File: config.mk
export PLATFORM = sky130hd
export DESIGN_NAME = battery_gauge_moving_average
export DESIGN_NICKNAME = d
export VERILOG_FILES = /design/src/bgma_pkg.sv /design/src/bgma_fifo.sv /design/src/bgma_front.sv /design/src/bgma_div.sv /design/src/bgma_back.sv /design/src/battery_gauge_moving_average.sv
export SDC_FILE = /design/constraint.sdc
export NUM_CORES = 1
export LEC_CHECK = 0
export BUFFER_PORTS_ARGS = -buffer_cell sky130_fd_sc_hd__buf_2
export CORE_ASPECT_RATIO = 0.6
export CORE_MARGIN = 2
export CORE_UTILIZATION = 41
export DETAILED_ROUTE_END_ITERATION = 6
export GPL_TIMING_DRIVEN = 0
export PLACE_DENSITY = 0.68
export SETUP_SLACK_MARGIN = 0.4
export SYNTH_ARGS = -nofsm -noshare
export SYNTH_HDL_FRONTEND = slang
export SYNTH_SLANG_ARGS = --single-unit
File: constraint.sdc
create_clock -name clk_i -period 5.75 [get_ports clk_i]
set_input_delay 0.575 -clock clk_i [delete_from_list [all_inputs] [get_ports clk_i]]
set_output_delay 0.575 -clock clk_i [all_outputs]
set_load 0.1 [all_outputs]
File: src/bgma_pkg.sv
`timescale 1ns / 1ps

package bgma_pkg;

  // Field widths
  localparam int SAMPLE_W = 12;
  localparam int RATIO_W  = 12;
  localparam int CV_W     = 11;
  localparam int MV_W     = 16;
  localparam int PCT_W    = 7;
  localparam int CFG_IDX_W  = 2;
  localparam int CFG_DATA_W = 12;

  // Largest ADC reading
  localparam int SAMPLE_MAX = 4095;

  // Default ring depth
  localparam int SAMPLE_COUNT_DEF = 8;

  // Register reset values
  localparam logic [RATIO_W-1:0] RATIO_RST = 12'd512;
  localparam logic [CV_W-1:0]    FULL_RST  = 11'd420;
  localparam logic [CV_W-1:0]    EMPTY_RST = 11'd330;

  // Register indexes
  localparam logic [CFG_IDX_W-1:0] CFG_RATIO = 2'd0;
  localparam logic [CFG_IDX_W-1:0] CFG_FULL  = 2'd1;
  localparam logic [CFG_IDX_W-1:0] CFG_EMPTY = 2'd2;

  // Arithmetic constants
  localparam int MV_PER_CV   = 10;
  localparam int PCT_FULL    = 100;
  localparam logic [MV_W-1:0] MV_MAX = 16'hFFFF;
  // x / 10 == (x * 52429) >> 19 for any 16-bit x
  localparam int CV_RECIP    = 52429;
  localparam int CV_SHIFT    = 19;
  localparam int CVP_W       = 32;
  localparam int CVQ_W       = 13;
  // (cv - empty) * 100 stays below 2^18
  localparam int PNUM_W      = CV_W + PCT_W;
  localparam int Q8_SHIFT    = 8;

  typedef struct packed {
    logic [RATIO_W-1:0] ratio_q8;
    logic [CV_W-1:0]    full_cv;
    logic [CV_W-1:0]    empty_cv;
  } cfg_t;

endpackage

File: src/bgma_fifo.sv
`timescale 1ns / 1ps

module bgma_fifo import bgma_pkg::*; #(
  parameter int DATA_W = 15
) (
  input  logic              clk_i,
  input  logic              rst_ni,
  input  logic              push_i,
  input  logic [DATA_W-1:0] wr_data_i,
  output logic              full_o,
  input  logic              pop_i,
  output logic [DATA_W-1:0] rd_data_o,
  output logic              empty_o
);

  logic [DATA_W-1:0] slot_q [2];
  logic       wr_ptr_q, wr_ptr_d;
  logic       rd_ptr_q, rd_ptr_d;
  logic [1:0] cnt_q, cnt_d;

  assign full_o    = (cnt_q == 2'd2);
  assign empty_o   = (cnt_q == 2'd0);
  assign rd_data_o = slot_q[rd_ptr_q];

  // Pointer and fill count
  always_comb begin
    wr_ptr_d = wr_ptr_q;
    rd_ptr_d = rd_ptr_q;
    cnt_d    = cnt_q;
    if (push_i) begin
      wr_ptr_d = ~wr_ptr_q;
    end
    if (pop_i) begin
      rd_ptr_d = ~rd_ptr_q;
    end
    if (push_i && !pop_i) begin
      cnt_d = cnt_q + 2'd1;
    end else if (pop_i && !push_i) begin
      cnt_d = cnt_q - 2'd1;
    end
  end

  always_ff @(posedge clk_i or negedge rst_ni) begin
    if (!rst_ni) begin
      wr_ptr_q <= 1'b0;
      rd_ptr_q <= 1'b0;
      cnt_q    <= 2'd0;
    end else begin
      wr_ptr_q <= wr_ptr_d;
      rd_ptr_q <= rd_ptr_d;
      cnt_q    <= cnt_d;
    end
  end

  // Entry storage
  always_ff @(posedge clk_i) begin
    if (push_i) begin
      slot_q[wr_ptr_q] <= wr_data_i;
    end
  end

`ifndef SYNTHESIS
  a_no_overflow: assert property (@(posedge clk_i) disable iff (!rst_ni)
    push_i |-> (!full_o || pop_i))
    else $error("queue push while full");

  a_no_underflow: assert property (@(posedge clk_i) disable iff (!rst_ni)
    pop_i |-> !empty_o)
    else $error("queue pop while empty");
`endif

endmodule

File: src/bgma_front.sv
`timescale 1ns / 1ps

module bgma_front import bgma_pkg::*; #(
  parameter int SAMPLE_COUNT = SAMPLE_COUNT_DEF,
  parameter int SUM_W        = 15
) (
  input  logic                clk_i,
  input  logic                rst_ni,
  input  logic                in_valid_i,
  output logic                in_ready_o,
  input  logic [SAMPLE_W-1:0] sample_mv_i,
  output logic                push_o,
  output logic [SUM_W-1:0]    sum_o,
  input  logic                full_i
);

  localparam int SLOT_W = $clog2(SAMPLE_COUNT);
  localparam logic [SLOT_W-1:0] SLOT_LAST = SLOT_W'(SAMPLE_COUNT - 1);

  localparam logic S_IDLE = 1'b0;
  localparam logic S_UPD  = 1'b1;

  logic state_q, state_d;
  logic [SLOT_W-1:0]       slot_q, slot_d;
  logic [SUM_W-1:0]        sum_q, sum_d;
  logic [SAMPLE_COUNT-1:0] valid_q, valid_d;
  logic [SAMPLE_W-1:0]     sample_q;
  logic [SAMPLE_W-1:0]     rd_q;
  logic [SAMPLE_W-1:0]     old_mv;
  logic [SUM_W-1:0]        new_sum;
  logic                    accept;
  logic                    commit;

  logic [SAMPLE_W-1:0] ring_mem [SAMPLE_COUNT];

  assign in_ready_o = (state_q == S_IDLE);
  assign accept     = in_valid_i && in_ready_o;
  assign commit     = (state_q == S_UPD) && !full_i;

  // Never-written entries read as zero
  assign old_mv  = valid_q[slot_q] ? rd_q : '0;
  assign new_sum = sum_q - SUM_W'(old_mv) + SUM_W'(sample_q);

  assign push_o = commit;
  assign sum_o  = new_sum;

  always_comb begin
    state_d = state_q;
    slot_d  = slot_q;
    sum_d   = sum_q;
    valid_d = valid_q;
    case (state_q)
      S_IDLE: begin
        if (accept) begin
          state_d = S_UPD;
        end
      end
      S_UPD: begin
        if (commit) begin
          sum_d           = new_sum;
          valid_d[slot_q] = 1'b1;
          slot_d          = (slot_q == SLOT_LAST) ? '0 : slot_q + SLOT_W'(1);
          state_d         = S_IDLE;
        end
      end
      default: state_d = S_IDLE;
    endcase
  end

  always_ff @(posedge clk_i or negedge rst_ni) begin
    if (!rst_ni) begin
      state_q <= S_IDLE;
      slot_q  <= '0;
      sum_q   <= '0;
      valid_q <= '0;
    end else begin
      state_q <= state_d;
      slot_q  <= slot_d;
      sum_q   <= sum_d;
      valid_q <= valid_d;
    end
  end

  // Sample capture
  always_ff @(posedge clk_i) begin
    if (accept) begin
      sample_q <= sample_mv_i;
    end
  end

  // Ring memory: old entry is read while idle, new one written on commit
  always_ff @(posedge clk_i) begin
    if (commit) begin
      ring_mem[slot_q] <= sample_q;
    end
    rd_q <= ring_mem[slot_q];
  end

endmodule

File: src/bgma_div.sv
`timescale 1ns / 1ps

module bgma_div import bgma_pkg::*; #(
  parameter int NUM_W = 19,
  parameter int DEN_W = 11,
  parameter int IDX_W = 5
) (
  input  logic             clk_i,
  input  logic             rst_ni,
  input  logic             start_i,
  input  logic [NUM_W-1:0] num_i,
  input  logic [DEN_W-1:0] den_i,
  input  logic [DEN_W-1:0] rem_i,
  input  logic [IDX_W-1:0] top_i,
  output logic             done_o,
  output logic [NUM_W-1:0] quot_o
);

  // Restoring long division, one quotient bit per cycle from bit top_i down.
  // rem_i must already be below den_i.
  logic             busy_q;
  logic             done_q;
  logic [NUM_W-1:0] num_q;
  logic [DEN_W-1:0] den_q;
  logic [DEN_W-1:0] rem_q;
  logic [IDX_W-1:0] idx_q;
  logic [NUM_W-1:0] quot_q;
  logic [DEN_W:0]   trial;
  logic             qbit;
  logic [DEN_W-1:0] rem_nx;

  assign trial  = {rem_q, num_q[idx_q]};
  assign qbit   = (trial >= {1'b0, den_q});
  assign rem_nx = qbit ? DEN_W'(trial - {1'b0, den_q}) : trial[DEN_W-1:0];

  assign done_o = done_q;
  assign quot_o = quot_q;

  always_ff @(posedge clk_i or negedge rst_ni) begin
    if (!rst_ni) begin
      busy_q <= 1'b0;
      done_q <= 1'b0;
    end else if (start_i) begin
      busy_q <= 1'b1;
      done_q <= 1'b0;
    end else if (busy_q && (idx_q == '0)) begin
      busy_q <= 1'b0;
      done_q <= 1'b1;
    end else begin
      done_q <= 1'b0;
    end
  end

  // Datapath
  always_ff @(posedge clk_i) begin
    if (start_i) begin
      num_q  <= num_i;
      den_q  <= den_i;
      rem_q  <= rem_i;
      idx_q  <= top_i;
      quot_q <= '0;
    end else if (busy_q) begin
      rem_q  <= rem_nx;
      quot_q <= {quot_q[NUM_W-2:0], qbit};
      idx_q  <= idx_q - IDX_W'(1);
    end
  end

`ifndef SYNTHESIS
  a_start_idle: assert property (@(posedge clk_i) disable iff (!rst_ni)
    start_i |-> !busy_q)
    else $error("divider started while busy");
`endif

endmodule

File: src/bgma_back.sv
`timescale 1ns / 1ps

module bgma_back import bgma_pkg::*; #(
  parameter int SAMPLE_COUNT = SAMPLE_COUNT_DEF,
  parameter int SUM_W        = 15
) (
  input  logic             clk_i,
  input  logic             rst_ni,
  input  cfg_t             cfg_i,
  input  logic             empty_i,
  input  logic [SUM_W-1:0] sum_i,
  output logic             pop_o,
  output logic             out_valid_o,
  input  logic             out_ready_i,
  output logic [MV_W-1:0]  battery_mv_o,
  output logic [PCT_W-1:0] percent_o
);

  localparam int PROD_W    = SUM_W + RATIO_W;
  localparam int AVG_W     = PROD_W - Q8_SHIFT;
  // Reciprocal of the ring depth, exact for every AVG_W-bit dividend
  localparam int RCP_SHIFT = AVG_W + $clog2(SAMPLE_COUNT);
  localparam longint RCP_ONE = longint'(1) << RCP_SHIFT;
  localparam longint RCP     = (RCP_ONE + longint'(SAMPLE_COUNT) - 1) / longint'(SAMPLE_COUNT);
  localparam int ARP_W     = AVG_W + RCP_SHIFT;
  localparam int NUM_W     = PNUM_W;
  localparam int DEN_W     = CV_W;
  localparam int IDX_W     = $clog2(NUM_W);

  localparam logic [2:0] B_IDLE  = 3'd0;
  localparam logic [2:0] B_AVG   = 3'd1;
  localparam logic [2:0] B_CMP   = 3'd2;
  localparam logic [2:0] B_CV    = 3'd3;
  localparam logic [2:0] B_D2GO  = 3'd4;
  localparam logic [2:0] B_D2WT  = 3'd5;
  localparam logic [2:0] B_OUT   = 3'd6;

  logic [2:0]        state_q, state_d;
  logic              out_valid_q, out_valid_d;
  logic [PROD_W-1:0] prod_q;
  logic [MV_W-1:0]   mv_q;
  logic [PCT_W-1:0]  pct_q;
  logic [CVP_W-1:0]  cvp_q;
  logic [PNUM_W-1:0] pnum_q;
  logic [MV_W-1:0]   out_mv_q;
  logic [PCT_W-1:0]  out_pct_q;

  logic              div_start;
  logic [NUM_W-1:0]  div_num;
  logic [DEN_W-1:0]  div_den;
  logic [DEN_W-1:0]  div_rem;
  logic [IDX_W-1:0]  div_top;
  logic              div_done;
  logic [NUM_W-1:0]  div_quot;

  logic [ARP_W-1:0]  avg_prod;
  logic [AVG_W-1:0]  avg;
  logic [MV_W-1:0]   full_mv;
  logic [MV_W-1:0]   empty_mv;
  logic [MV_W-1:0]   mv_sat;
  logic [CVQ_W-1:0]  cv;
  logic [CV_W-1:0]   cv_diff;
  logic              out_load;

  // Ring average: drop the Q8 fraction, then multiply by the depth reciprocal
  assign avg_prod = ARP_W'(prod_q >> Q8_SHIFT) * ARP_W'(RCP);
  assign avg      = avg_prod[RCP_SHIFT +: AVG_W];
  assign mv_sat   = (avg > AVG_W'(MV_MAX)) ? MV_MAX : avg[MV_W-1:0];

  assign full_mv  = MV_W'(cfg_i.full_cv) * MV_W'(MV_PER_CV);
  assign empty_mv = MV_W'(cfg_i.empty_cv) * MV_W'(MV_PER_CV);
  assign cv       = cvp_q[CV_SHIFT +: CVQ_W];
  // Below full here, so the difference fits the centivolt width
  assign cv_diff  = CV_W'(cv - CVQ_W'(cfg_i.empty_cv));

  assign pop_o    = (state_q == B_IDLE) && !empty_i;
  assign out_load = (state_q == B_OUT) && (!out_valid_q || out_ready_i);

  // Percent divide operands; quotient stays below 100, so 7 bits are enough
  assign div_start = (state_q == B_D2GO);
  assign div_num   = pnum_q;
  assign div_den   = cfg_i.full_cv - cfg_i.empty_cv;
  assign div_rem   = DEN_W'(pnum_q >> PCT_W);
  assign div_top   = IDX_W'(PCT_W - 1);

  bgma_div #(
    .NUM_W (NUM_W),
    .DEN_W (DEN_W),
    .IDX_W (IDX_W)
  ) u_div (
    .clk_i   (clk_i),
    .rst_ni  (rst_ni),
    .start_i (div_start),
    .num_i   (div_num),
    .den_i   (div_den),
    .rem_i   (div_rem),
    .top_i   (div_top),
    .done_o  (div_done),
    .quot_o  (div_quot)
  );

  // Sequencer
  always_comb begin
    state_d     = state_q;
    out_valid_d = out_valid_q;
    if (out_valid_q && out_ready_i) begin
      out_valid_d = 1'b0;
    end
    case (state_q)
      B_IDLE: if (!empty_i) state_d = B_AVG;
      B_AVG:  state_d = B_CMP;
      B_CMP: begin
        if ((mv_q >= full_mv) || (mv_q <= empty_mv)) begin
          state_d = B_OUT;
        end else begin
          state_d = B_CV;
        end
      end
      B_CV:   state_d = B_D2GO;
      B_D2GO: state_d = B_D2WT;
      B_D2WT: if (div_done) state_d = B_OUT;
      B_OUT: begin
        if (out_load) begin
          out_valid_d = 1'b1;
          state_d     = B_IDLE;
        end
      end
      default: state_d = B_IDLE;
    endcase
  end

  always_ff @(posedge clk_i or negedge rst_ni) begin
    if (!rst_ni) begin
      state_q     <= B_IDLE;
      out_valid_q <= 1'b0;
    end else begin
      state_q     <= state_d;
      out_valid_q <= out_valid_d;
    end
  end

  // Datapath registers
  always_ff @(posedge clk_i) begin
    if (pop_o) begin
      prod_q <= PROD_W'(sum_i) * PROD_W'(cfg_i.ratio_q8);
    end
    if (state_q == B_AVG) begin
      mv_q <= mv_sat;
    end
    if (state_q == B_CMP) begin
      cvp_q <= CVP_W'(mv_q) * CVP_W'(CV_RECIP);
      if (mv_q >= full_mv) begin
        pct_q <= PCT_W'(PCT_FULL);
      end else begin
        pct_q <= '0;
      end
    end
    if (state_q == B_CV) begin
      pnum_q <= PNUM_W'(cv_diff) * PNUM_W'(PCT_FULL);
    end
    if ((state_q == B_D2WT) && div_done) begin
      pct_q <= div_quot[PCT_W-1:0];
    end
    if (out_load) begin
      out_mv_q  <= mv_q;
      out_pct_q <= pct_q;
    end
  end

  assign out_valid_o  = out_valid_q;
  assign battery_mv_o = out_mv_q;
  assign percent_o    = out_pct_q;

`ifndef SYNTHESIS
  a_pct_range: assert property (@(posedge clk_i) disable iff (!rst_ni)
    out_valid_o |-> (percent_o <= PCT_W'(PCT_FULL)))
    else $error("percent above full scale");
`endif

endmodule

File: src/battery_gauge_moving_average.sv
`timescale 1ns / 1ps
// Result path: ring update, then the back end's average, threshold compare and
// bit-serial percent divide, skipped when the reading is at or beyond a
// threshold; a stalled output adds its stall. The divide sets the throughput;
// new readings are taken while the back end works, until the sum queue is full.
// Reset: ring entries read as zero through per-entry valid bits, sum and slot
// clear, registers take their defaults; no clearing pass is needed.

module battery_gauge_moving_average import bgma_pkg::*; #(
  parameter int SAMPLE_COUNT = SAMPLE_COUNT_DEF
) (
  input  logic                  clk_i,
  input  logic                  rst_ni,
  input  logic                  in_valid_i,
  output logic                  in_ready_o,
  input  logic [SAMPLE_W-1:0]   sample_mv_i,
  output logic                  out_valid_o,
  input  logic                  out_ready_i,
  output logic [MV_W-1:0]       battery_mv_o,
  output logic [PCT_W-1:0]      percent_o,
  input  logic                  cfg_valid_i,
  output logic                  cfg_ready_o,
  input  logic [CFG_IDX_W-1:0]  cfg_index_i,
  input  logic [CFG_DATA_W-1:0] cfg_data_i
);

  localparam int SUM_W = $clog2(SAMPLE_COUNT * SAMPLE_MAX + 1);

  cfg_t             cfg_q;
  logic             push;
  logic             pop;
  logic             full;
  logic             empty;
  logic [SUM_W-1:0] wr_sum;
  logic [SUM_W-1:0] rd_sum;

  // Configuration registers
  assign cfg_ready_o = 1'b1;

  always_ff @(posedge clk_i or negedge rst_ni) begin
    if (!rst_ni) begin
      cfg_q.ratio_q8 <= RATIO_RST;
      cfg_q.full_cv  <= FULL_RST;
      cfg_q.empty_cv <= EMPTY_RST;
    end else if (cfg_valid_i) begin
      case (cfg_index_i)
        CFG_RATIO: cfg_q.ratio_q8 <= cfg_data_i[RATIO_W-1:0];
        CFG_FULL:  cfg_q.full_cv  <= cfg_data_i[CV_W-1:0];
        CFG_EMPTY: cfg_q.empty_cv <= cfg_data_i[CV_W-1:0];
        default: ;
      endcase
    end
  end

  bgma_front #(
    .SAMPLE_COUNT (SAMPLE_COUNT),
    .SUM_W        (SUM_W)
  ) u_front (
    .clk_i       (clk_i),
    .rst_ni      (rst_ni),
    .in_valid_i  (in_valid_i),
    .in_ready_o  (in_ready_o),
    .sample_mv_i (sample_mv_i),
    .push_o      (push),
    .sum_o       (wr_sum),
    .full_i      (full)
  );

  bgma_fifo #(
    .DATA_W (SUM_W)
  ) u_fifo (
    .clk_i     (clk_i),
    .rst_ni    (rst_ni),
    .push_i    (push),
    .wr_data_i (wr_sum),
    .full_o    (full),
    .pop_i     (pop),
    .rd_data_o (rd_sum),
    .empty_o   (empty)
  );

  bgma_back #(
    .SAMPLE_COUNT (SAMPLE_COUNT),
    .SUM_W        (SUM_W)
  ) u_back (
    .clk_i        (clk_i),
    .rst_ni       (rst_ni),
    .cfg_i        (cfg_q),
    .empty_i      (empty),
    .sum_i        (rd_sum),
    .pop_o        (pop),
    .out_valid_o  (out_valid_o),
    .out_ready_i  (out_ready_i),
    .battery_mv_o (battery_mv_o),
    .percent_o    (percent_o)
  );

endmodule

Word level (Yosys, flattened, before mapping):

Memory sizes are Yosys's and may differ from the RTL's. A register that Yosys moved wholly into a read port is not among the register bits.
Index checks and enable logic that the tools add are counted.

* mux-type cells: 33
* magnitude comparators: 7
* multiply operators: 5
* reduce and logical (&&, ||, !) cells: 30
* equality and inequality tests: 13
* bitwise operators: 4
* $add $sub $neg: 9

Operator list (count)
* two-way mux 11 bit: 3
* subtractor 11 bit: 3
* multiplier 16 x 16 -> 30 bit, second input constant: 1
* multiplier 11 x 3 -> 14 bit, second input constant: 2
* multiplier 15 x 12 -> 27 bit: 1
* two-way mux 7 bit: 3
* case mux 3 bit (7 select lines): 1
* >= comparator 16 x 15 -> 1 bit: 1
* greater-than comparator 16 bit, second input constant: 1
* <= comparator 16 x 15 -> 1 bit: 1
* multiplier 11 x 5 -> 16 bit, second input constant: 1
* adder 15 x 12 -> 15 bit: 1
* two-way mux 3 bit: 5
* subtractor 15 x 12 -> 15 bit: 1
* two-way mux 1 bit: 14
* == test 3 bit, second input constant: 4
* >= comparator 12 x 11 -> 1 bit: 1
* two-way mux 12 bit: 1
* logical AND 1 bit: 10
* OR 8 bit: 1
* AND reduction 2 bit: 4
* nonzero test 2 bit: 4
* == test 3 x 2 -> 1 bit, second input constant: 2
* less-than comparator 5 x 6 -> 1 bit, second input constant: 1
* 23 further kinds: 34

* bits in registers: 252
* memories kept: 2
* logic and storage cells: 130
* bits of input ports: 31
* output and inout bits: 26
* RAM bits: 126

Memory list
* u_front.ring_mem: words 8, bits a word 12, rd ports 1, clocked after Yosys merged registers in 1, write ports 1, line bgma_front.sv:34 `logic [SAMPLE_W-1:0] ring_mem [SAMPLE_COUNT];`
* u_fifo.slot_q: words 2, bits a word 15, rd ports 1, clocked after Yosys merged registers in 0, write ports 1, line bgma_fifo.sv:16 `logic [DATA_W-1:0] slot_q [2];`

Depth between registers and ports, before layout:

* depth in word-level cells: 7
* gate-level depth with buffers: 23
* gate-level depth less buffers: 22

Modules after synthesis:

A second synthesis with hierarchy kept.

* cell total of the unflattened synthesis: 2554
* area total of the unflattened synthesis: 28582.4 µm²

By module, submodules not included
* bgma_back: instances 1, cells each 1664, seq. area each 2772.7 µm², area each 16110.5 µm²
* bgma_front: instances 1, cells each 486, seq. area each 4159.0 µm², area each 6587.6 µm²
* bgma_div: instances 1, cells each 265, seq. area each 1761.7 µm², area each 3164.3 µm²
* battery_gauge_moving_average: instances 1, cells each 76, seq. area each 862.1 µm², area each 1398.8 µm²
* bgma_fifo: instances 1, cells each 63, seq. area each 1001.0 µm², area each 1321.3 µm²

Worst setup path after synthesis:

No wires, ideal clock.

* path kind: register to register
* start point: reg u_fifo.rd_ptr_q
* end point: reg u_back.prod_q[26], data pin
* path buffers: 3
* stages on the path, launching flop included: 23
* setup slack: -241 ps
* library setup time: 259 ps
* clock period less this slack: 5991 ps
* required time: 5491 ps
* arrival time: 5732 ps
* cell sequence: dfrtp_1 -> buf_6 -> buf_2 -> mux2_2 -> clkbuf_1 -> and2_1 -> fa_1 -> inv_1 -> fa_1 -> inv_1 -> fa_1 -> fa_1 -> inv_1 -> fa_1 -> inv_1 -> ha_1 -> a21o_1 -> a21oi_1 -> o21ai_0 -> a31o_2 -> a2111oi_0 -> a21oi_1 -> xnor2_1

* longest elaborated chain between the ends: 2

RTL lines
* from (decl): line bgma_fifo.sv:18 `logic rd_ptr_q, rd_ptr_d;`
* from (signal assigned): line bgma_fifo.sv:50 `rd_ptr_q <= rd_ptr_d;`
* memory read (2 x 15 bit)
* multiplier 15 x 12 -> 27 bit: line bgma_back.sv:145 `prod_q <= PROD_W'(sum_i) * PROD_W'(cfg_i.ratio_q8);`
* to (signal assigned): line bgma_back.sv:145
* to (decl): line bgma_back.sv:40 `logic [PROD_W-1:0] prod_q;`

No other way between the ends.
A chain may end at the register's enable or synchronous reset.

Final worst setup path:

Same ends and word-level chain as after synthesis.

==> parameters.txt <==
Parameter                              Value

STA
  Worst hold margin    0.1861 ns
  Post-layout worst setup margin    -0.1769 ns
  Minimum clock period    5.927 ns
  Final number of max-transition violations    0
  Final Hold Fails    0
  Slew HR    8.905%
  Least-Margin Pin Slew    1.361 ns
  Final count of negative-setup-slack endpoints    7
  Setup tns final    -0.7247 ns
  Period Utilization, post-route    103.1%
  Maximum clock frequency    168.7 MHz
  Fin Clk Skew    0.01739 ns
  RSZ-0062 raised after global routing    yes

Finish
  Post-synthesis to final-layout area growth    16.02%
  Proportion of layout cells with a drive suffix above 1    17.74%
  Final instance count without filler cells    3,624
  Nets@finish    3,277
  Count of fill cells added during filler insertion    6,074

Placement
  Total instance count after detailed placement    3,469
  DP Wirelength    55,160 um
  Final RePlAce weighted congestion    0.9366
  Worst slack at placement    -0.5222 ns
  # port buffers    55

Worst setup path
  Endpoint type of the worst setup path    flop
  Element type at the critical path start    flop
  Slowest cell on the critical path    fa_1
  Crit path cell chain    buf_8, buf_12, mux2_4, clkbuf_16, and2_4, fa_1, inv_2, fa_1, inv_1, fa_1, fa_1, inv_1, fa_1, inv_2, ha_4, a21o_1, a21oi_2, o21ai_1, a31o_2, a2111oi_4, a21oi_2, xnor2_2
  Most common cell type on the critical path    fa_1
  Worst EP arrival    6.27 ns
  Required time worst endpoint    6.09 ns
  Largest fanout of any net on the critical path    8
  Internal reg-to-reg setup slack    -0.18 ns
  Dominant delay contributor by cell family on the critical path    adder cells
  Crit path buffers/inverters    7
  Maximum cell stage delay along the critical path    0.53 ns
  Type of the setup path with the least slack    flop to flop

Synth
  Top flip-flop cell by instance count after synthesis    edfxtp_1
  FF+latch count, synth    360
  Avg Synthesized Cell Area    11.20 sq um
  Number of instances in the synthesized netlist    2,496
  Cells taking the most area after synthesis    edfxtp_1 28%, fa_1 17%, ha_1 15%, inv_1 6.1%, dfrtp_1 5.5%
  Total standard cell area after synthesis    27,960 sq um
  Cell type contributing the most total cell area after synthesis    edfxtp_1
  Cell variety after synth    90
  Post-Syn Nets    3,090
  Async S/R FF share, synth    19.72%
  Sequential element share of the synthesized area    36.57%
  Area fraction of the dominant cell type after synthesis    28.46%
  Yosys warns    0
  Number of flops mapped to enable cells by yosys    265

Die
  Horizontal die dimension    341.1 um
  Number of top-level pins    57
  # rows    74
  Core area    67,780 sq um
  Die ar.    70,370 sq um
  Height of the chip    206.3 um
  Initial core utilization    41.26%

Route
  Starting DRT DRC Count    1,570
  Avg WL per Cell    19.90 um
  Detailed Routing Iterations Pass 1    6
  Via count    19,270
  DRC viols    0
  Final WL    72,110 um
  Antenna Nets Post-Route    0
  Detail-routed via count per cell    5.317

Clock tree
  Sink Count    360
  CTS Root Buffer Type    clkbuf_16
  CTS tree    built
  Max Root-Sink Buffers    3
  Clk_lat worst skew    0.56 ns
  H-tree depth reported by CTS    2
  Clk pin slew, worst setup/hold paths    0.07 ns
  Cts bufs inserted    36

Global route
  Grt total ovfl    0
  Number of antenna violations at the first check in global routing    6
  All-Layer GR Usage    20.67%
  Maximum number of pins on one net before global-route repair    59
  Number of global-route vias before repair    20,050
  First-pass GRT wire length    112,300 um

Status
  Result of the run    complete, but fails checks
  Failing checks    setup timing

Hold path
  Worst hold path type    input pin to flop

Run
  Count of maximum capacitance violations    0
[what timing repair did]
action,CTS,global route
setup buffers,64,22
endpoints found under the hold margin,13,0
endpoints found under the setup margin,26,30
pin swaps,65,81
gates resized for setup,92,99
cloned,1,0
hold buffers,1,0
[synthesized netlist by cell type, drive strengths merged (4+ instances only)]
master,count
inv,457
ha,330
edfxtp,265
fa,233
nand2,182
a21oi,87
nor2,84
o21ai,80
and2,70
mux2,68
xnor2,67
dfrtp,62
clkbuf,53
a21o,33
nor2b,33
xor2,27
mux2i,25
dfxtp,24
nor3,24
nand2b,20
nand3,18
and3,17
nand4,17
o21bai,16
a31oi,13
o21a,13
buf,12
mux4,11
a221oi,10
or2,10
a211oi,9
dfstp,9
o211ai,8
a2111oi,7
a21boi,7
a221o,7
a22oi,7
or3,7
nor3b,6
o311ai,6
nor4,5
nand3b,4
[through the flow]
stage / area (sq um) / util [%]
CTS: 31910 / 47.08
finish: 32440 / 47.87
global route: 32440 / 47.86
global placement: 29620 / 43.70
floorplan: 28200 / -
detailed placement: 29740 / 43.87
[worst register-to-register path: stages, from the launching register on]
cell,delay (ns)
dfrtp_1,0.38
buf_8,0.16
buf_12,0.14
mux2_4,0.32
clkbuf_16,0.17
and2_4,0.16
fa_1,0.51
inv_2,0.05
fa_1,0.53
inv_1,0.05
fa_1,0.46
fa_1,0.49
inv_1,0.05
fa_1,0.49
inv_2,0.05
ha_4,0.23
a21o_1,0.21
a21oi_2,0.12
o21ai_1,0.10
a31o_2,0.32
a2111oi_4,0.32
a21oi_2,0.12
xnor2_2,0.27
[final cells by class]
cell class	instances	area (sq um)	share of cell area (%)
Clock inverter	19	219.0	0.6749
Inverter	458	1725	5.318
Sequential cell	360	10230	31.52
Buffer	65	491.7	1.516
Antenna cell	1	2.502	0.007713
Clock buffer	47	972.2	2.997
Timing Repair Buffer	149	1124	3.463
Multi-Input combinational cell	1613	16540	50.99
Tap cell	912	1141	3.517
[placed cells by master (no fill, tap or decap), types with 36 or more instances in the layout]
cell type / Yosys / layout
fa_1: 233 / 226
xnor2_1: 67 / 64
a21oi_1: 82 / 69
mux2_2: 65 / 56
clkbuf_1: 53 / 36
dfrtp_1: 62 / 62
o21ai_0: 69 / 61
buf_2: 5 / 59
nand2_1: 182 / 178
clkbuf_16: 0 / 42
buf_4: 1 / 71
and2_1: 70 / 64
inv_1: 456 / 434
edfxtp_1: 265 / 265
nor2_1: 84 / 80
ha_1: 330 / 297
[per-layer routing]
layer	track usage [%]	share of wire (%)	wire length [um]	vias to the layer above
met1	29.49	46	33010	9649
met5	0	0.032	23	-
met3	5.822	9.2	6637	104
li1	-	-	-	8797
met4	4.484	2.2	1565	4
met2	31.26	43	30870	713
[path summary, 6_finish.rpt]
kind | depth (start not counted) | to | from
max | 22 | u_back.prod_q[26] | u_fifo.rd_ptr_q
min | 1 | u_front.sample_q[5] | sample_mv_i[5]
max reg2reg | 22 | u_back.prod_q[26] | u_fifo.rd_ptr_q
min reg2reg | 0 | u_back.mv_q[11] | u_back.prod_q[22]
max in group asynchronous | 3 | cfg_q[8] | rst_ni
min in group asynchronous | 2 | u_front.valid_q[0] | rst_ni
[cell families after synthesis]
group,count (synthesis),synth area share [%]
other cells,1,0.01341
compound gates,337,8.140
flops,360,36.57
fa+ha+maj,563,31.45
simple gates,514,9.213
mux,104,4.560
xor+xnor,94,2.944
buf+inv,523,7.110
[sequential cells by signal, indices dropped and copies added (netlist names), 12 cells and up]
name	count
u_back.prod_q	16
u_back.mv_q	16
u_back.div_num	16
u_fifo.slot_q	30
u_front.ring_mem	96
cfg_q	34
u_front.sum_q	15
u_back.u_div.num_q	16
u_back.battery_mv_o	16
u_front.rd_q	12
u_front.sample_q	12
Power is not shown: default switching activity piles up to over one toggle a cycle in this logic, so the estimate is an artifact.
